==> src/sv/ffpa_pkg.sv <==
// Shared types and codes of the first-fit partition allocator.
// Holds the request/response transaction structs, status codes, cell ops and FSM states.
// No dependencies; every other file uses this package.
package ffpa_pkg;

    localparam int ID_W       = 8;
    localparam int SIZE_W     = 8;
    localparam int ADDR_OUT_W = 7;

    localparam logic REQ_ALLOC = 1'b0;
    localparam logic REQ_FREE  = 1'b1;

    typedef enum logic [2:0] {
        ST_OK       = 3'd0,
        ST_INVALID  = 3'd1,
        ST_DUP      = 3'd2,
        ST_NOSPACE  = 3'd3,
        ST_NOTFOUND = 3'd4
    } t_ffpa_status;

    // Operation broadcast to every cell of the table during the table update.
    typedef enum logic [2:0] {
        OP_HOLD,     // keep contents
        OP_TAKE,     // exact fit: selected entry becomes busy
        OP_SPLIT,    // split selected entry, shift the tail up one place
        OP_FREE,     // release selected entry, no merge
        OP_FREE_L,   // release and merge into the left neighbor
        OP_FREE_R,   // release and absorb the right neighbor
        OP_FREE_LR   // release and merge both neighbors into the left one
    } t_ffpa_op;

    typedef enum logic [1:0] {
        FSM_IDLE,
        FSM_FIND,
        FSM_APPLY
    } t_ffpa_fsm;

    typedef struct packed {
        logic              req_type;
        logic [ID_W-1:0]   task_id;
        logic [SIZE_W-1:0] request_size;
    } t_ffpa_req;

    typedef struct packed {
        t_ffpa_status          status;
        logic [ADDR_OUT_W-1:0] start_address;
    } t_ffpa_rsp;

    // Broadcast from the controller to all cells.
    typedef struct packed {
        t_ffpa_op          op;
        logic [ID_W-1:0]   id;
        logic [SIZE_W-1:0] size;
    } t_ffpa_ctl;

    // Where a cell sits relative to the selected entry.
    typedef struct packed {
        logic self;    // this cell is the selected entry
        logic left;    // left neighbor is the selected entry
        logic right;   // right neighbor is the selected entry
        logic after;   // selected entry lies somewhere to the left
    } t_ffpa_pos;

    // Per-cell match flags toward the controller.
    typedef struct packed {
        logic hit;     // busy and owned by the request id
        logic fit;     // free and long enough
        logic exact;   // length equals the request size
        logic free;    // in use by the table and free
    } t_ffpa_flags;

endpackage

==> src/sv/ffpa_ctrl.sv <==
// Sequencer of the allocator: takes a request, finds the first matching cell,
// picks the table op and the status, and holds the response register.
// Depends on ffpa_pkg.
module ffpa_ctrl #(
    parameter int MEM_UNITS = 128
) (
    input  logic                                 i_clk,
    input  logic                                 i_rst_n,
    input  logic                                 i_in_valid,
    output logic                                 o_in_stall,
    input  ffpa_pkg::t_ffpa_req                  i_in_data,
    output logic                                 o_out_valid,
    input  logic                                 i_out_stall,
    output ffpa_pkg::t_ffpa_rsp                  o_out_data,
    input  ffpa_pkg::t_ffpa_flags                i_flags [MEM_UNITS],
    input  logic [$clog2(MEM_UNITS)-1:0]         i_start [MEM_UNITS],
    output logic [MEM_UNITS-1:0]                 o_first,
    output logic [MEM_UNITS-1:0]                 o_after,
    output ffpa_pkg::t_ffpa_ctl                  o_ctl,
    output logic [$clog2(MEM_UNITS+1)-1:0]       o_count
);
    import ffpa_pkg::*;

    localparam int N  = MEM_UNITS;
    localparam int AW = $clog2(MEM_UNITS);
    localparam int CW = $clog2(MEM_UNITS+1);

    t_ffpa_fsm              r_state, n_state;
    t_ffpa_req              r_req;
    logic [N-1:0]           r_first, r_after;
    logic                   r_any, r_dup;
    logic [CW-1:0]          r_count, n_count;
    logic                   r_out_valid, n_out_valid;
    t_ffpa_rsp              r_out_data, n_out_data;

    logic [N-1:0]           w_hit, w_fit, w_exact, w_free, w_match, w_pre;
    logic                   w_exact_sel, w_lfree, w_rfree, w_out_free, w_accept;
    logic [AW-1:0]          w_start_sel;
    logic [AW+ADDR_OUT_W-1:0] w_addr_ext;
    t_ffpa_op               w_op;

    assign o_in_stall  = !i_rst_n || (r_state != FSM_IDLE);
    assign w_accept    = i_in_valid && !o_in_stall;
    assign o_out_valid = r_out_valid;
    assign o_out_data  = r_out_data;
    assign w_out_free  = !r_out_valid || !i_out_stall;

    assign o_first  = r_first;
    assign o_after  = r_after;
    assign o_count  = r_count;
    assign o_ctl.op   = w_op;
    assign o_ctl.id   = r_req.task_id;
    assign o_ctl.size = r_req.request_size;

    always_comb begin
        for (int j = 0; j < N; j++) begin
            w_hit[j]   = i_flags[j].hit;
            w_fit[j]   = i_flags[j].fit;
            w_exact[j] = i_flags[j].exact;
            w_free[j]  = i_flags[j].free;
        end
        w_match = (r_req.req_type == REQ_FREE) ? w_hit : w_fit;
    end

    // log-depth inclusive prefix OR over the match vector
    always_comb begin
        w_pre = w_match;
        for (int s = 1; s < N; s = s * 2) begin
            w_pre = w_pre | (w_pre << s);
        end
    end

    always_comb begin
        w_start_sel = '0;
        for (int j = 0; j < N; j++) begin
            w_start_sel = w_start_sel | (r_first[j] ? i_start[j] : '0);
        end
        w_exact_sel = |(r_first & w_exact);
        w_lfree     = |(r_first[N-1:1] & w_free[N-2:0]);
        w_rfree     = |(r_first[N-2:0] & w_free[N-1:1]);
        w_addr_ext  = {{ADDR_OUT_W{1'b0}}, w_start_sel};
    end

    always_comb begin
        n_state     = r_state;
        n_count     = r_count;
        n_out_valid = r_out_valid && i_out_stall;
        n_out_data  = r_out_data;
        w_op        = OP_HOLD;
        case (r_state)
            FSM_IDLE: begin
                if (w_accept) begin
                    n_state = FSM_FIND;
                end
            end
            FSM_FIND: begin
                n_state = FSM_APPLY;
            end
            FSM_APPLY: begin
                if (w_out_free) begin
                    n_state                  = FSM_IDLE;
                    n_out_valid              = 1'b1;
                    n_out_data.status        = ST_OK;
                    n_out_data.start_address = '0;
                    if (r_req.req_type == REQ_ALLOC) begin
                        if (r_req.task_id == '0 || r_req.request_size == '0) begin
                            n_out_data.status = ST_INVALID;
                        end else if (r_dup) begin
                            n_out_data.status = ST_DUP;
                        end else if (!r_any) begin
                            n_out_data.status = ST_NOSPACE;
                        end else if (w_exact_sel) begin
                            w_op                     = OP_TAKE;
                            n_out_data.start_address = w_addr_ext[ADDR_OUT_W-1:0];
                        end else if (r_count >= CW'(MEM_UNITS)) begin
                            n_out_data.status = ST_NOSPACE;
                        end else begin
                            w_op                     = OP_SPLIT;
                            n_count                  = r_count + CW'(1);
                            n_out_data.start_address = w_addr_ext[ADDR_OUT_W-1:0];
                        end
                    end else begin
                        if (r_req.task_id == '0) begin
                            n_out_data.status = ST_INVALID;
                        end else if (!r_any) begin
                            n_out_data.status = ST_NOTFOUND;
                        end else if (w_lfree && w_rfree) begin
                            w_op    = OP_FREE_LR;
                            n_count = r_count - CW'(2);
                        end else if (w_lfree) begin
                            w_op    = OP_FREE_L;
                            n_count = r_count - CW'(1);
                        end else if (w_rfree) begin
                            w_op    = OP_FREE_R;
                            n_count = r_count - CW'(1);
                        end else begin
                            w_op = OP_FREE;
                        end
                    end
                end
            end
            default: begin
                n_state = FSM_IDLE;
            end
        endcase
    end

    always_ff @(posedge i_clk) begin
        if (!i_rst_n) begin
            r_state     <= FSM_IDLE;
            r_count     <= CW'(1);
            r_out_valid <= 1'b0;
        end else begin
            r_state     <= n_state;
            r_count     <= n_count;
            r_out_valid <= n_out_valid;
        end
    end

    always_ff @(posedge i_clk) begin
        r_out_data <= n_out_data;
        if (w_accept) begin
            r_req <= i_in_data;
        end
        if (r_state == FSM_FIND) begin
            r_first <= w_match & ~{w_pre[N-2:0], 1'b0};
            r_after <= {w_pre[N-2:0], 1'b0};
            r_any   <= |w_match;
            r_dup   <= |w_hit;
        end
    end

endmodule

==> config.mk <==
export PLATFORM = sky130hd
export DESIGN_NAME = ffpa_ctrl
export DESIGN_NICKNAME = d
export VERILOG_FILES = /design/src/sv/ffpa_pkg.sv /design/src/sv/ffpa_ctrl.sv
export SDC_FILE = /design/constraint.sdc
export NUM_CORES = 1
export LEC_CHECK = 0
export BUFFER_PORTS_ARGS = -buffer_cell sky130_fd_sc_hd__buf_2
export CORE_AREA = 2 2 677 679
export CTS_CLUSTER_DIAMETER = 80
export CTS_CLUSTER_SIZE = 40
export DETAILED_ROUTE_END_ITERATION = 10
export DIE_AREA = 0 0 679 681
export PLACE_DENSITY = 0.3
export SYNTH_ARGS = -nofsm -noshare
export SYNTH_HDL_FRONTEND = slang
export SYNTH_SLANG_ARGS = --single-unit
==> constraint.sdc <==
create_clock -name i_clk -period 22.3 [get_ports i_clk]
set_input_delay 4.46 -clock i_clk [delete_from_list [all_inputs] [get_ports i_clk]]
set_output_delay 4.46 -clock i_clk [all_outputs]
set_load 0.01 [all_outputs]
Word-level counts from Yosys, hierarchy flattened
Index checks and enable logic that the tools add are counted.
- word-level logic and storage cells: 357
- bits in registers: 295
- input bits: 1429
- output and inout bits: 295
- bitwise gates (word level): 140
- $add $sub $neg: 3
- reductions and logical operators: 23
- magnitude comparators: 1
- mux-type cells: 168
- equality and inequality tests: 10
- operators with widths (cell ; number):
    $mux W7 ; 130
    $or A127 B127 Y127 ; 7
    $or A7 B7 Y7 ; 127
    $reduce_or A128 Y1 ; 3
    $and A128 B128 Y128 ; 2
    $and A127 B127 Y127 ; 2
    $reduce_or A127 Y1 ; 2
    $mux W128 ; 1
    $not A128 Y128 ; 1
    $mux W8 ; 11
    $mux W3 ; 12
    $mux W2 ; 11
    $logic_not A8 Y1 ; 2
    $ne A2 B2 Y1 const B ; 7
    $reduce_and A9 Y1 ; 1
    $add A8 B1 Y8 const B ; 1
    $ge A8 B8 Y1 const B ; 1
    $sub A8 B1 Y8 const B ; 1
    $sub A8 B2 Y8 const B ; 1
    $pmux W2 S3 ; 1
    $logic_not A1 Y1 ; 4
    $ne A4 B1 Y1 const B ; 1
    $reduce_and A2 Y1 ; 2
    $reduce_or A4 Y1 ; 1
    other kinds (8) ; 13

Logic depth before layout (Yosys ltp)
- depth after elaboration: 130
- depth in mapped cells: 18
- depth with buffers taken out: 13

Least setup slack after synthesis
No wires, ideal clock.
- kind: register to register
- start: register r_state[0]
- end: register r_state[1]
- cell stages (with the launch flop): 3
- period minus slack after synthesis: 12.566 ns
- library setup time: 0.111 ns
- path buffers: 0
- setup slack: 9.734 ns
- required time: 22.189 ns
- arrival time: 12.455 ns
- path through: dfxtp_1 > nor2b_1 > o21a_1
- cells in the longest elaborated chain, start to end: 6
- elaborated cells between the ends (all ways): 11
- those cells by class: eq/ne: 4; mux: 1; reduce/logical: 6
- RTL lines (what ; line ; source):
    from (decl) ; ffpa_ctrl.sv:28 ; t_ffpa_fsm r_state, n_state;
    from (signal assigned) ; ffpa_ctrl.sv:154 ; r_state <= n_state;
    $reduce_bool A2 Y1 ; ffpa_ctrl.sv:42 ; assign o_in_stall = !i_rst_n || (r_state != FSM_IDLE);
    $logic_or A1 B1 Y1 ; ffpa_ctrl.sv:42 ;
    $logic_not A1 Y1 ; ffpa_ctrl.sv:43 ; assign w_accept = i_in_valid && !o_in_stall;
    $logic_and A1 B1 Y1 ; ffpa_ctrl.sv:43 ;
    $ne A2 B2 Y1 (no source line) ; - ;
    $reduce_and A2 Y1 (no source line) ; - ;
Several ways; a longest one is shown, not always the timed one.
A chain may end at the register's enable or synchronous reset.

==> flow_summary_export.csv <==
group,metric,value,unit
outcome,outcome,"finished with violations",
outcome,violations,"capacitance limit, slew limit",
yosys,synth_area_per_cell,9.70,um^2
pwr,swShare,43.7,%
yosys,ys.warnings.count,0,
cts,ctsRootBufferMaster,"clkbuf_16",
pwr,power_density,53.9,mW/mm^2
yosys,synth_edf_count,283,
setup_path,reg2reg_to,"o_after[99]",
timing,hold_ws,0.510,ns
yosys,synth-seq-area-share,40.4,%
setup_path,cp.arrival,8.69,ns
pwr,peakVddDrop,0.0000620,V
global_route,antenna_found_initial,679,
global_route,grt_max_degree,110,
timing,fin_crit,13.15,ns
timing,hold_violations,0,
timing,drv_slew,5,
die,core-area,0.455,mm^2
global_route,grt_pass1_wl,678000,um
place,place_ws,9.23,ns
detailed_routing,num_vias,37600,
yosys,syn_inst,2226,
timing,tightest_slew,1.55,ns
die,initial_core_util,4.75,%
pwr,power_frac_seq,29.3,%
place,dp_hpwl,532000,um
global_route,gr-total-overflow,0,
cells_and_area,utilization,9.17,%
setup_path,rr_worst_depth,14,
yosys,synthTopCellsByCount,"283 x edfxtp_1, 272 x a22oi_1, 185 x a221oi_1",
yosys,synth.most_common_cell,"edfxtp_1",
setup_path,crit_path_max_fanout,8,
yosys,syn-num-nets,3663,
global_route,grt_use_total,25.0,%
die,num_rows,248,
place,place_congestion,1.06,
cts,cts_tree,"built",
cells_and_area,layout.nets,5541,
detailed_routing,wire_per_inst,58.0,um
timing,finalCritPeriodShare,59.0,%
die,dieArea,0.462,mm^2
cts,clock_path_buffers,3,
worst_hold_path,hp-start,"o_count[6]",
detailed_routing,via_per_inst,3.62,
cells_and_area,fillCellCount,53400,
timing,setup_tns,0,ns
setup_path,r2r_start,"r_req[16]",
setup_path,cp_data_required_time,17.84,ns
setup_path,crit_start,"i_flags[404]",
timing,rsz0062_at_grt,"false",
detailed_routing,drt_first_iter_violations,4541,
yosys,ys.flop_type,"edfxtp_1",
cells_and_area,drive_gt1_share,52.3,%
detailed_routing,totalWireLength,603000,um
cts,postCtsHoldBufs,0,
setup_path,end_kind,"primary output",
cts,clk_transition_reported_paths,0.06,ns
yosys,ys_ff_latch,294,
timing,clock.fmax,0.0760,GHz
pwr,combPwrFrac,33.5,%
cts,postCtsSetupRepairBufs,0,
detailed_routing,ant_nets,0,
cts,numCtsBuffers,47,
pwr,p_clk_share,37.1,%
cells_and_area,syn2layout_area_growth,93.1,%
timing,setup-violations-final,0,
timing,setup_ws,9.15,ns
yosys,synth_cell_types,70,
worst_hold_path,worst_hold_path.endpoint,"o_count[6]",
yosys,synthArstFlopShare,0,%
timing,slew_headroom,-3.59,%
job,maxCapViolations,1,
setup_path,rrSetupSlack,14.31,ns
pwr,p_leak,15.4,nW
yosys,ys_top_cells_by_area,"edfxtp_1 39%, a22oi_1 9.5%, a221oi_1 7.5%",
place,io_buffer_count,1722,
setup_path,critPathLaunchType,"primary input",
worst_hold_path,min_path_type,"flip-flop to flip-flop",
die,ios,1724,
detailed_routing,drc_errors,0,
die,die_y,681,um
timing,skew,0.116,ns
detailed_routing,drtPass1Iterations,6,
cts,cts_resized,0,
die,dieWidth,679,um
place,dp_cells,10100,
global_route,first_global_vias,34500,
pwr,p_int,1.27,mW
cts,cts_max_level,2,
yosys,yosysTopAreaCellShare,39.3,%
worst_hold_path,worstHoldPathCells,2,
cts,worst_skew_pair.late_latency,0.74,ns
cells_and_area,stdcell_count,10400,
yosys,synth_top_cell_by_area,"edfxtp_1",
yosys,synth_area,0.0216,mm^2
pwr,p_switching,0.981,mW
cts,cts.sinks,294,
setup_path,crit_type,"primary input to primary output",
==> per-layer routing <==
layer  track usage, %  share of wire (%)  vias to the layer above
met3             10.3                 10                     1363
li1                 -                  -                    13400
met4             9.91                4.7                      310
met5                0               0.35                        -
met1             27.8                 38                    18900
met2             42.3                 47                     3584
==> how the worst max path moves through the flow <==
stage | endpoint | cells past startpoint
2_1_floorplan | r_state[1] | 2
3_3_place_gp | o_ctl[16] | 12
3_5_place_dp | o_ctl[16] | 12
4_1_cts | o_ctl[16] | 12
5_1_grt | o_ctl[16] | 12
6_report | o_ctl[16] | 12
==> through the flow <==
step | instance area (um^2) | power (mW)
floorplan | 21600 | 0.812
global placement | 39400 | 1.43
detailed placement | 39400 | 1.43
CTS | 41100 | 2.28
global route | 41300 | 2.30
finish | 41700 | 2.25
==> cell type report <==
class / count / area [um^2] / share of cell area (%)
antenna: 251 / 628 / 1.51
clock buffer: 48 / 1180 / 2.83
clock inverter: 40 / 498 / 1.19
inverter: 33 / 124 / 0.297
multi-input combinational: 1704 / 12000 / 28.8
sequential: 294 / 8720 / 20.9
tap: 6000 / 7510 / 18.0
timing repair buffer: 2024 / 11100 / 26.5
==> cells in the final DEF (no fill, tap or decap), types with 11 or more instances in the layout <==
cell type / instances
a221oi_1: 185
a21oi_1: 49
nand2b_1: 25
buf_4: 290
mux2i_1: 121
or3b_1: 12
clkbuf_16: 47
nor3b_1: 34
inv_1: 27
diode_2: 251
a22oi_1: 272
nand4_1: 120
or2_2: 18
nor4_1: 55
inv_6: 11
a22o_1: 184
buf_2: 1722
nand2_1: 57
or3_1: 55
dfxtp_1: 11
nand3_1: 29
edfxtp_1: 283
nor4_2: 13
and3_1: 11
nor3_1: 114
nor2_1: 183
o21ai_0: 17
==> state kept, by name, indices dropped and copies added (netlist names) <==
signal,flops
o_count,8
o_after,126
r_state,2
r_any,1
r_req,1
o_first,128
r_dup,1
o_out_valid,1
o_out_data,10
o_ctl,16
==> power by group through the flow <==
stage / registers, mW / logic [mW] / clock network, mW
after floorplan: 0.663 / 0.149 / 0
after global placement: 0.673 / 0.757 / 0
after detailed placement: 0.672 / 0.758 / 0
after CTS: 0.660 / 0.760 / 0.861
after global routing: 0.659 / 0.763 / 0.873
final: 0.659 / 0.754 / 0.834
==> critical path: stages <==
cell and delay [ns]:
buf_2 0.12, a22o_1 0.22, a221oi_1 0.70, nand4_1 0.17
nor4_1 0.82, and3_1 0.65, buf_4 0.32, inv_1 0.09
ha_1 0.29, o32a_1 0.41, nor2_1 0.23, buf_2 0.19
==> kinds of logic (layout without fill, tap and decap cells) <==
family                     count (synthesis)  count (layout)  share of synthesized area [%]
AOI/OAI and AO/OA                        777             777                           28.5
xor gates and xnor gates                   2               2                         0.0811
adders and majority gates                  8               8                          0.463
buffers and inverters                    228            2145                           4.69
DFF                                      294             294                           40.4
muxes                                    126             126                           5.86
other                                      1             252                         0.0174
and+or+nand+nor                          790             790                           20.0
(Power assumes the default switching activity.)
