[config.mk]
export PLATFORM = sky130hd
export DESIGN_NAME = ffpa_cell
export DESIGN_NICKNAME = d
export VERILOG_FILES = /design/src/sv/ffpa_pkg.sv /design/src/sv/ffpa_cell.sv
export SDC_FILE = /design/constraint.sdc
export NUM_CORES = 1
export LEC_CHECK = 0
export BUFFER_PORTS_ARGS = -buffer_cell sky130_fd_sc_hd__buf_2
export CAP_MARGIN = 10
export CORE_MARGIN = 2
export CORE_UTILIZATION = 40
export CTS_CLUSTER_SIZE = 8
export DETAILED_ROUTE_END_ITERATION = 6
export PLACE_DENSITY_LB_ADDON = 0.12
export SYNTH_ARGS = -nofsm -noshare
export SYNTH_HDL_FRONTEND = slang
export SYNTH_SLANG_ARGS = --single-unit
[constraint.sdc]
create_clock -name i_clk -period 10.4 [get_ports i_clk]
set_input_delay 3.12 -clock i_clk [delete_from_list [all_inputs] [get_ports i_clk]]
set_output_delay 3.12 -clock i_clk [all_outputs]
set_load 0.1 [all_outputs]
[src/sv/ffpa_pkg.sv]
// Shared types and codes of the first-fit partition allocator.
// Holds the request/response transaction structs, status codes, cell ops and FSM states.
// No dependencies; every other file uses this package.
package ffpa_pkg;

    localparam int ID_W       = 8;
    localparam int SIZE_W     = 8;
    localparam int ADDR_OUT_W = 7;

    localparam logic REQ_ALLOC = 1'b0;
    localparam logic REQ_FREE  = 1'b1;

    typedef enum logic [2:0] {
        ST_OK       = 3'd0,
        ST_INVALID  = 3'd1,
        ST_DUP      = 3'd2,
        ST_NOSPACE  = 3'd3,
        ST_NOTFOUND = 3'd4
    } t_ffpa_status;

    // Operation broadcast to every cell of the table during the table update.
    typedef enum logic [2:0] {
        OP_HOLD,     // keep contents
        OP_TAKE,     // exact fit: selected entry becomes busy
        OP_SPLIT,    // split selected entry, shift the tail up one place
        OP_FREE,     // release selected entry, no merge
        OP_FREE_L,   // release and merge into the left neighbor
        OP_FREE_R,   // release and absorb the right neighbor
        OP_FREE_LR   // release and merge both neighbors into the left one
    } t_ffpa_op;

    typedef enum logic [1:0] {
        FSM_IDLE,
        FSM_FIND,
        FSM_APPLY
    } t_ffpa_fsm;

    typedef struct packed {
        logic              req_type;
        logic [ID_W-1:0]   task_id;
        logic [SIZE_W-1:0] request_size;
    } t_ffpa_req;

    typedef struct packed {
        t_ffpa_status          status;
        logic [ADDR_OUT_W-1:0] start_address;
    } t_ffpa_rsp;

    // Broadcast from the controller to all cells.
    typedef struct packed {
        t_ffpa_op          op;
        logic [ID_W-1:0]   id;
        logic [SIZE_W-1:0] size;
    } t_ffpa_ctl;

    // Where a cell sits relative to the selected entry.
    typedef struct packed {
        logic self;    // this cell is the selected entry
        logic left;    // left neighbor is the selected entry
        logic right;   // right neighbor is the selected entry
        logic after;   // selected entry lies somewhere to the left
    } t_ffpa_pos;

    // Per-cell match flags toward the controller.
    typedef struct packed {
        logic hit;     // busy and owned by the request id
        logic fit;     // free and long enough
        logic exact;   // length equals the request size
        logic free;    // in use by the table and free
    } t_ffpa_flags;

endpackage

[src/sv/ffpa_cell.sv]
// One entry of the partition table: start, length, owner and busy flag.
// Updates from its neighbors under the op broadcast by ffpa_ctrl.
// Depends on ffpa_pkg.
module ffpa_cell #(
    parameter int MEM_UNITS = 128,
    parameter int IDX       = 0
) (
    input  logic                                               i_clk,
    input  logic                                               i_rst_n,
    input  ffpa_pkg::t_ffpa_ctl                                i_ctl,
    input  ffpa_pkg::t_ffpa_pos                                i_pos,
    input  logic [$clog2(MEM_UNITS+1)-1:0]                     i_count,
    input  logic [$clog2(MEM_UNITS)+$clog2(MEM_UNITS+1)+8:0]   i_left,
    input  logic [$clog2(MEM_UNITS)+$clog2(MEM_UNITS+1)+8:0]   i_right1,
    input  logic [$clog2(MEM_UNITS)+$clog2(MEM_UNITS+1)+8:0]   i_right2,
    output logic [$clog2(MEM_UNITS)+$clog2(MEM_UNITS+1)+8:0]   o_entry,
    output ffpa_pkg::t_ffpa_flags                              o_flags
);
    import ffpa_pkg::*;

    localparam int AW   = $clog2(MEM_UNITS);
    localparam int LW   = $clog2(MEM_UNITS+1);
    localparam int CW   = LW;
    localparam int EW   = AW + LW + ID_W + 1;
    localparam int CMPW = (LW > SIZE_W) ? LW : SIZE_W;

    logic [AW-1:0]   r_start, n_start;
    logic [LW-1:0]   r_len,   n_len;
    logic [ID_W-1:0] r_owner, n_owner;
    logic            r_busy,  n_busy;

    logic [AW-1:0]   l_start, r1_start, r2_start;
    logic [LW-1:0]   l_len,   r1_len,   r2_len;
    logic [ID_W-1:0] l_owner, r1_owner, r2_owner;
    logic            l_busy,  r1_busy,  r2_busy;
    logic            w_inr;
    logic [CMPW-1:0] w_len_x, w_size_x;

    assign {l_busy,  l_owner,  l_len,  l_start}  = i_left[EW-1:0];
    assign {r1_busy, r1_owner, r1_len, r1_start} = i_right1[EW-1:0];
    assign {r2_busy, r2_owner, r2_len, r2_start} = i_right2[EW-1:0];

    assign o_entry = {r_busy, r_owner, r_len, r_start};

    assign w_inr    = CW'(IDX) < i_count;
    assign w_len_x  = CMPW'(r_len);
    assign w_size_x = CMPW'(i_ctl.size);

    assign o_flags.hit   = w_inr & r_busy & (r_owner == i_ctl.id);
    assign o_flags.fit   = w_inr & ~r_busy & (w_len_x >= w_size_x);
    assign o_flags.exact = w_len_x == w_size_x;
    assign o_flags.free  = w_inr & ~r_busy;

    always_comb begin
        n_start = r_start;
        n_len   = r_len;
        n_owner = r_owner;
        n_busy  = r_busy;
        case (i_ctl.op)
            OP_TAKE: begin
                if (i_pos.self) begin
                    n_owner = i_ctl.id;
                    n_busy  = 1'b1;
                end
            end
            OP_SPLIT: begin
                if (i_pos.self) begin
                    n_len   = LW'(i_ctl.size);
                    n_owner = i_ctl.id;
                    n_busy  = 1'b1;
                end else if (i_pos.left) begin
                    // free remainder behind the new busy part
                    n_start = l_start + AW'(i_ctl.size);
                    n_len   = l_len - LW'(i_ctl.size);
                    n_owner = '0;
                    n_busy  = 1'b0;
                end else if (i_pos.after) begin
                    {n_busy, n_owner, n_len, n_start} = {l_busy, l_owner, l_len, l_start};
                end
            end
            OP_FREE: begin
                if (i_pos.self) begin
                    n_owner = '0;
                    n_busy  = 1'b0;
                end
            end
            OP_FREE_L: begin
                if (i_pos.right) begin
                    n_len = r_len + r1_len;
                end else if (i_pos.self || i_pos.after) begin
                    {n_busy, n_owner, n_len, n_start} = {r1_busy, r1_owner, r1_len, r1_start};
                end
            end
            OP_FREE_R: begin
                if (i_pos.self) begin
                    n_len   = r_len + r1_len;
                    n_owner = '0;
                    n_busy  = 1'b0;
                end else if (i_pos.after) begin
                    {n_busy, n_owner, n_len, n_start} = {r1_busy, r1_owner, r1_len, r1_start};
                end
            end
            OP_FREE_LR: begin
                if (i_pos.right) begin
                    n_len = r_len + r1_len + r2_len;
                end else if (i_pos.self || i_pos.after) begin
                    {n_busy, n_owner, n_len, n_start} = {r2_busy, r2_owner, r2_len, r2_start};
                end
            end
            default: begin
            end
        endcase
    end

    always_ff @(posedge i_clk) begin
        if (!i_rst_n) begin
            r_start <= '0;
            r_len   <= (IDX == 0) ? LW'(MEM_UNITS) : '0;
            r_owner <= '0;
            r_busy  <= 1'b0;
        end else begin
            r_start <= n_start;
            r_len   <= n_len;
            r_owner <= n_owner;
            r_busy  <= n_busy;
        end
    end

endmodule

# After elaboration in Yosys (flattened, before gate mapping)
# Cells that the tools add are included.
[classes] order_cmp=2 addsub=4 eq_ne=22 reduce_logical=6 n_bitwise=5 mux=44
[ops] op="$mux W8" n=20
[ops] op="$mux W7" n=9
[ops] op="$pmux W8 S6" n=1
[ops] op="$pmux W8 S4" n=1
[ops] op="$pmux W7 S4" n=1
[ops] op="$ne A2 B2 Y1 const B" n=9
[ops] op="$reduce_and A9 Y1" n=2
[ops] op="$add A8 B8 Y8" n=2
[ops] op="$eq A8 B8 Y1" n=2
[ops] op="$ne A3 B3 Y1 const B" n=4
[ops] op="$mux W1" n=11
[ops] op="$eq A3 B3 Y1 const B" n=3
[ops] op="$ge A8 B8 Y1" n=1
[ops] op="$lt A1 B8 Y1 const A" n=1
[ops] op="$sub A8 B8 Y8" n=1
[ops] op="$add A7 B7 Y7" n=1
[ops] op="$eq A3 B2 Y1 const B" n=2
[ops] op="$pmux W1 S6" n=1
[ops] op="$reduce_bool A6 Y1" n=1
[ops] op="$reduce_and A5 Y1" n=1
[ops] op="$and A1 B1 Y1" n=4
[ops] op="$ne A4 B4 Y1 const B" n=1
[ops] op="$reduce_bool A4 Y1" n=1
[ops] op="$eq A3 B1 Y1 const B" n=1
[ops] op="2 further kinds" n=2
[word_totals] register_bits=24

# Depth between registers and ports, before layout
# Gate-level depths: netlist of the first run.
[depth] depth_word=4 mapped_depth=14 depth_no_buf=14

# Worst setup path before layout of the first run
# Ideal clock, no wire load.
[synth_path] path_kind="input -> output" from="input i_ctl[10] (netlist bit)" to="output o_flags[3] (netlist bit)" path_buffers=0 setup_slack_ns=1.041 path_stages=3 arrival_ns=6.239 cell_sequence="xnor2_1 -> nand3_1 -> nor4_1"
[synth_rtl] element="start: declaration" line="ffpa_cell.sv:10" source="input ffpa_pkg::t_ffpa_ctl i_ctl,"
[synth_rtl] element="end: declaration" line="ffpa_cell.sv:17" source="output ffpa_pkg::t_ffpa_flags o_flags"

==> results of run 1 <==
==> power by group through the flow <==
stage / logic, mW / clock network, mW / registers (mW)
after floorplan: 0.180 / 0 / 0.180
after global placement: 0.312 / 0 / 0.114
after detailed placement: 0.317 / 0 / 0.114
after CTS: 0.319 / 0.0867 / 0.112
after global routing: 0.349 / 0.0894 / 0.114
final: 0.320 / 0.0860 / 0.112
==> cell usage after synthesis (3+ instances only) <==
cell,n
buf_2,11
mux2i_1,8
xor2_1,5
nand3_1,9
nand2_1,49
or4_1,3
nor3_1,8
o22ai_1,3
o21a_1,7
a31oi_1,9
a21oi_1,37
clkbuf_1,6
nor2b_1,10
a222oi_1,16
and3_1,3
a22o_1,4
nand4_1,3
o211ai_1,6
fa_1,4
o2111ai_1,3
ha_1,39
nand2b_1,4
inv_1,28
mux2_2,5
a21oi_2,3
a21o_1,13
o21ai_0,33
a22oi_1,5
dfxtp_1,24
nor2_1,26
xnor2_1,15
a221oi_1,3
a211oi_1,9
a21o_2,3
o31a_1,3
==> critical path, cell delays in order <==
cell and delay [ns]:
buf_2 0.12, inv_1 0.10, ha_1 0.31, a21o_1 0.11
a21o_1 0.10, a21oi_1 0.06, o21ai_0 0.31, and2_1 0.18
buf_2 0.42
==> final timing paths <==
kind / cells past startpoint / from / slack [ns] / to
worst max-delay path: 9 / i_ctl[1] / 2.44 / o_flags[2]
worst min-delay path: 2 / r_owner[6] / 0.49 / r_owner[6]
worst max register to register: 14 / r_len[0] / 7.05 / r_len[7]
worst min register to register: 2 / r_owner[6] / 0.49 / r_owner[6]
==> cell type report <==
cell class                 count  area, um^2  share of cell area [%]
clock buffer                   3        41.3                   0.984
clock inverter                 1        30.0                   0.716
inverter                      29         109                    2.59
multi-input combinational    383        2740                    65.4
sequential                    24         480                    11.4
tap                          105         131                    3.13
timing repair buffer         132         661                    15.7
==> stage by stage <==
stage,cells,hold WS [ns]
5_1_grt,677,0.505
3_5_place_dp,673,0.478
4_1_cts,677,0.492
6_report,677,0.493
3_3_place_gp,673,0.472
2_1_floorplan,458,0.517
==> layer usage <==
| metal | global-route usage [%] | vias to the layer above |
|---|---|---|
| met3 | 3.47 | 8 |
| met4 | 4.23 | 0 |
| met5 | 0 | - |
| li1 | - | 1955 |
| met1 | 30.0 | 1808 |
| met2 | 37.9 | 140 |
==> flip-flops by register name, summed over array words and instances (netlist names) <==
name,count
r_busy,1
r_len,8
r_owner,8
r_start,7
==> logic make-up after synthesis <==
| kind of cell | count (synthesis) | synth area share, % |
|---|---|---|
| compound gates | 179 | 36.2 |
| xor+xnor | 20 | 5.07 |
| fa+ha+maj | 43 | 16.5 |
| buf+inv | 51 | 6.60 |
| flops | 24 | 13.9 |
| mux | 13 | 3.95 |
| simple gates | 128 | 17.8 |
==> impl_metrics.yaml, run 1 <==
power_and_ir_drop:
  p_leak_nw: 1.96
  seq_power_share_pct: 21.6
  p_comb_share_pct: 61.8
  p_sw_mw: 0.256
  power_switching_share_pct: 49.4
  total_power_mw: 0.518
  p_clk_share_pct: 16.6
  powerDensity_mw_per_mm2: 123
  p_int_mw: 0.262
  peakVddDrop_uv: 98.8
drt:
  drt_iter0_drc: 211
  drc: 0
  wl_per_cell_um: 16.1
  via_count: 3911
  wl_met2_um: 5070
  wl_met3_um: 704
  routed_wirelength_um: 10900
  wl_met1_um: 5050
  via_per_inst: 5.78
  dr.pass1.iters: 5
  top_layer: "met4"
  ant_nets: 0
place:
  io_buffers: 132
  dp_worst_setup_slack_ns: 2.42
  dp_hpwl_um: 8920
  place_area_mm2: 0.00413
  globalplace.congestion: 0.853
synth:
  netlist-cell-type-count: 65
  syn_nets: 606
  avgSynthCellArea_um2: 7.54
  ys_seq_elements: 24
  synth_top_cell_by_area: "ha_1"
  synth_top_area_share_pct: 14.1
  synthArstFlopShare_pct: 0
  synth_edf_count: 0
  seq_area_frac_synth_pct: 13.9
  synth_ff_type: "dfxtp_1"
  syn_inst: 458
  synth_warnings: 0
  syn_area_mm2: 0.00345
  synth_area_leaders: "ha_1, dfxtp_1, a21oi_1, nand2_1, o21ai_0"
clock_network:
  cts.sink_count: 24
  ctsRootBufferMaster: "clkbuf_8"
  cts_resized: 0
  cts_tree: "yes"
  postCtsSetupBuffers: 0
  ctsHoldBuffers: 0
  htree_levels: 1
  insertion_delay_ns: 0.27
  numCtsBuffers: 3
  clk_pin_slew_ns: 0.10
  cts_max_path_buffers: 2
sta:
  fin_crit_ns: 7.96
  setup_viol: 0
  worst_slack_ns: 2.44
  timing.fmax_ghz: 0.126
  slew_headroom_pct: 35.9
  slew_violations: 0
  fin_crit_sh_pct: 76.5
  worst_clock_skew_ns: 0.00194
  tns_ns: 0
  tightest_slew_ns: 0.959
  hold_viol: 0
  rsz0062_at_grt: "no"
floorplanning:
  start_util_pct: 41.6
  core_area_mm2: 0.00830
  fp.dieW_um: 96.9
  design.die.area_mm2: 0.00939
  pin_count: 133
  std_cell_rows: 33
  die_height_um: 96.9
worst_setup_path:
  crit_type: "in2out"
  startpoint_type: "primary input"
  path_max_fanout: 4
  required_ns: 7.28
  crit_path_end_kind: "output port"
  crit_arrival_ns: 4.84
flow_run:
  maxCapViolCount: 0
grt:
  grt_max_degree: 29
  antenna_found_initial: 0
  overflow: 0
  track_usage_pct: 22.3
  grt_pass1_vias: 3802
  grt_pass1_wl_um: 17700
cells_and_area:
  utilization_pct: 50.6
  layout_common_cells: "buf_2, nand2_1, ha_1"
  num_antenna_cells: 0
  final_common_cell: "buf_2"
  nFillCells: 836
  fin_area_mm2: 0.00420
  finalNetCount: 721
  syn_to_final_growth_pct: 21.6
  drive_gt1_share_pct: 27.4
min_path:
  worstHoldPathType: "reg2reg"
outcome:
  status: "finished, final reports clean"
Note: power is estimated with default switching activity, not from simulation.
==> run 2, diff against run 1 <==
- clock period: 10.4 -> 6.9 ns (I/O delays scaled with it)
==> run 2 against run 1 <==
Effect of this change:
- register-to-register slack lost 3.4 ns
- power rose by 52%
- cell count did not move
- combinational power is 51% higher
- largest cell class unchanged
==> impl_metrics.yaml, run 2 (synthesized netlist as in run 1, its figures left out) <==
clock_network:
  htree_levels: 1
  cts_resized: 0
  numCtsBuffers: 3
  cts_max_path_buffers: 2
  clk_pin_slew_ns: 0.10
  ctsHoldBuffers: 0
  cts.sink_count: 24
  insertion_delay_ns: 0.28
  ctsRootBufferMaster: "clkbuf_8"
  cts_tree: "yes"
  postCtsSetupBuffers: 0
place:
  globalplace.congestion: 0.836
  dp_hpwl_um: 8880
  dp_worst_setup_slack_ns: 0.961
  io_buffers: 132
drt:
  dr.pass1.iters: 6
  wl_met1_um: 5110
  via_count: 3912
  routed_wirelength_um: 11100
  wl_met3_um: 773
  via_per_inst: 5.78
  top_layer: "met4"
  wl_per_cell_um: 16.4
  wl_met2_um: 5090
  drc: 0
  ant_nets: 0
  drt_iter0_drc: 267
power_and_ir_drop:
  powerDensity_mw_per_mm2: 187
  p_sw_mw: 0.391
  total_power_mw: 0.787
  power_switching_share_pct: 49.7
  p_comb_share_pct: 61.5
  seq_power_share_pct: 21.6
  p_leak_nw: 1.96
  peakVddDrop_uv: 104
  p_int_mw: 0.396
  p_clk_share_pct: 16.9
floorplanning:
  core_area_mm2: 0.00830
  fp.dieW_um: 96.9
  pin_count: 133
  std_cell_rows: 33
  start_util_pct: 41.6
  design.die.area_mm2: 0.00939
  die_height_um: 96.9
sta:
  timing.hold.ws_ns: 0.492
  slew_violations: 0
  fin_crit_sh_pct: 86.4
  tns_ns: 0
  tightest_slew_ns: 0.926
  slew_headroom_pct: 38.3
  rsz0062_at_grt: "no"
  worst_slack_ns: 0.935
  worst_clock_skew_ns: 0.00183
  fin_crit_ns: 5.96
  setup_viol: 0
  timing.fmax_ghz: 0.168
  hold_viol: 0
worst_setup_path:
  crit_arrival_ns: 3.89
  critPathTopFamily: "compound AO/OA/AOI/OAI gates"
  slowest_delay_ns: 0.42
  path_max_fanout: 4
  startpoint_type: "primary input"
  critical_path.slowest_cell: "buf_2"
  required_ns: 4.83
  worst-path-buf-inv: 3
  crit_type: "in2out"
  crit_path_end_kind: "output port"
  cp_cell_sequence: "buf_2 > inv_1 > ha_1 > a21o_1 > a21o_1 > a21oi_1 > o21ai_0 > and2_1 > buf_2"
outcome:
  status: "finished, final reports clean"
grt:
  grt_max_degree: 29
  antenna_found_initial: 0
  track_usage_pct: 22.9
  grt_pass1_vias: 3789
  grt_pass1_wl_um: 18200
  overflow: 0
flow_run:
  maxCapViolCount: 0
cells_and_area:
  final_common_cell: "buf_2"
  layout_common_cells: "buf_2, nand2_1, ha_1"
  drive_gt1_share_pct: 27.6
  syn_to_final_growth_pct: 21.7
  finalNetCount: 721
  reg_top3: "r_len (8), r_owner (8), r_start (7)"
  num_antenna_cells: 0
  utilization_pct: 50.6
min_path:
  worstHoldPathType: "reg2reg"
## run 2: final timing paths
path / depth (start not counted) / to / from / slack [ns]
hold / removal: 2 / r_owner[2] / r_owner[2] / 0.49
hold reg to reg: 2 / r_owner[2] / r_owner[2] / 0.49
setup reg to reg: 14 / r_len[7] / r_len[0] / 3.64
setup / recovery: 9 / o_flags[2] / i_ctl[1] / 0.94
## run 2: tightest hold or removal path: cells and delay by family, from the launching register on
| family | cells | cell delay (ns) |
|---|---|---|
| simple gates | 1 | 0.06 |
| compound gates | 1 | 0.05 |
| flops | 1 | 0.35 |
## run 2: cell type report
| cell class | instances | area, um^2 |
|---|---|---|
| clock buffers | 3 | 41.3 |
| clock inverters | 1 | 30.0 |
| fillers | 833 | 4100 |
| inverters | 29 | 109 |
| multi-input cells | 383 | 2750 |
| flip-flops and latches | 24 | 480 |
| well taps | 105 | 131 |
| repair buffers | 132 | 661 |
## run 2: power groups by stage
| stage | sequential [mW] | combinational, mW | clock, mW |
|---|---|---|---|
| 5_1_grt | 0.171 | 0.526 | 0.137 |
| 4_1_cts | 0.169 | 0.481 | 0.135 |
| 3_3_place_gp | 0.172 | 0.472 | 0 |
| 2_1_floorplan | 0.271 | 0.272 | 0 |
| 6_report | 0.170 | 0.484 | 0.133 |
| 3_5_place_dp | 0.172 | 0.479 | 0 |
## run 2: metrics by stage
| stage | std cells | area [um^2] |
|---|---|---|
| 2_1_floorplan | 458 | 3460 |
| 3_3_place_gp | 673 | 4130 |
| 3_5_place_dp | 673 | 4130 |
| 4_1_cts | 677 | 4200 |
| 5_1_grt | 677 | 4200 |
| 6_report | 677 | 4200 |
## run 2: routing by layer
| metal | vias to the layer above | global-route usage (%) |
|---|---|---|
| li1 | 1961 | - |
| met1 | 1795 | 31.3 |
| met2 | 144 | 38.4 |
| met3 | 12 | 3.61 |
| met4 | 0 | 4.44 |
| met5 | - | 0 |
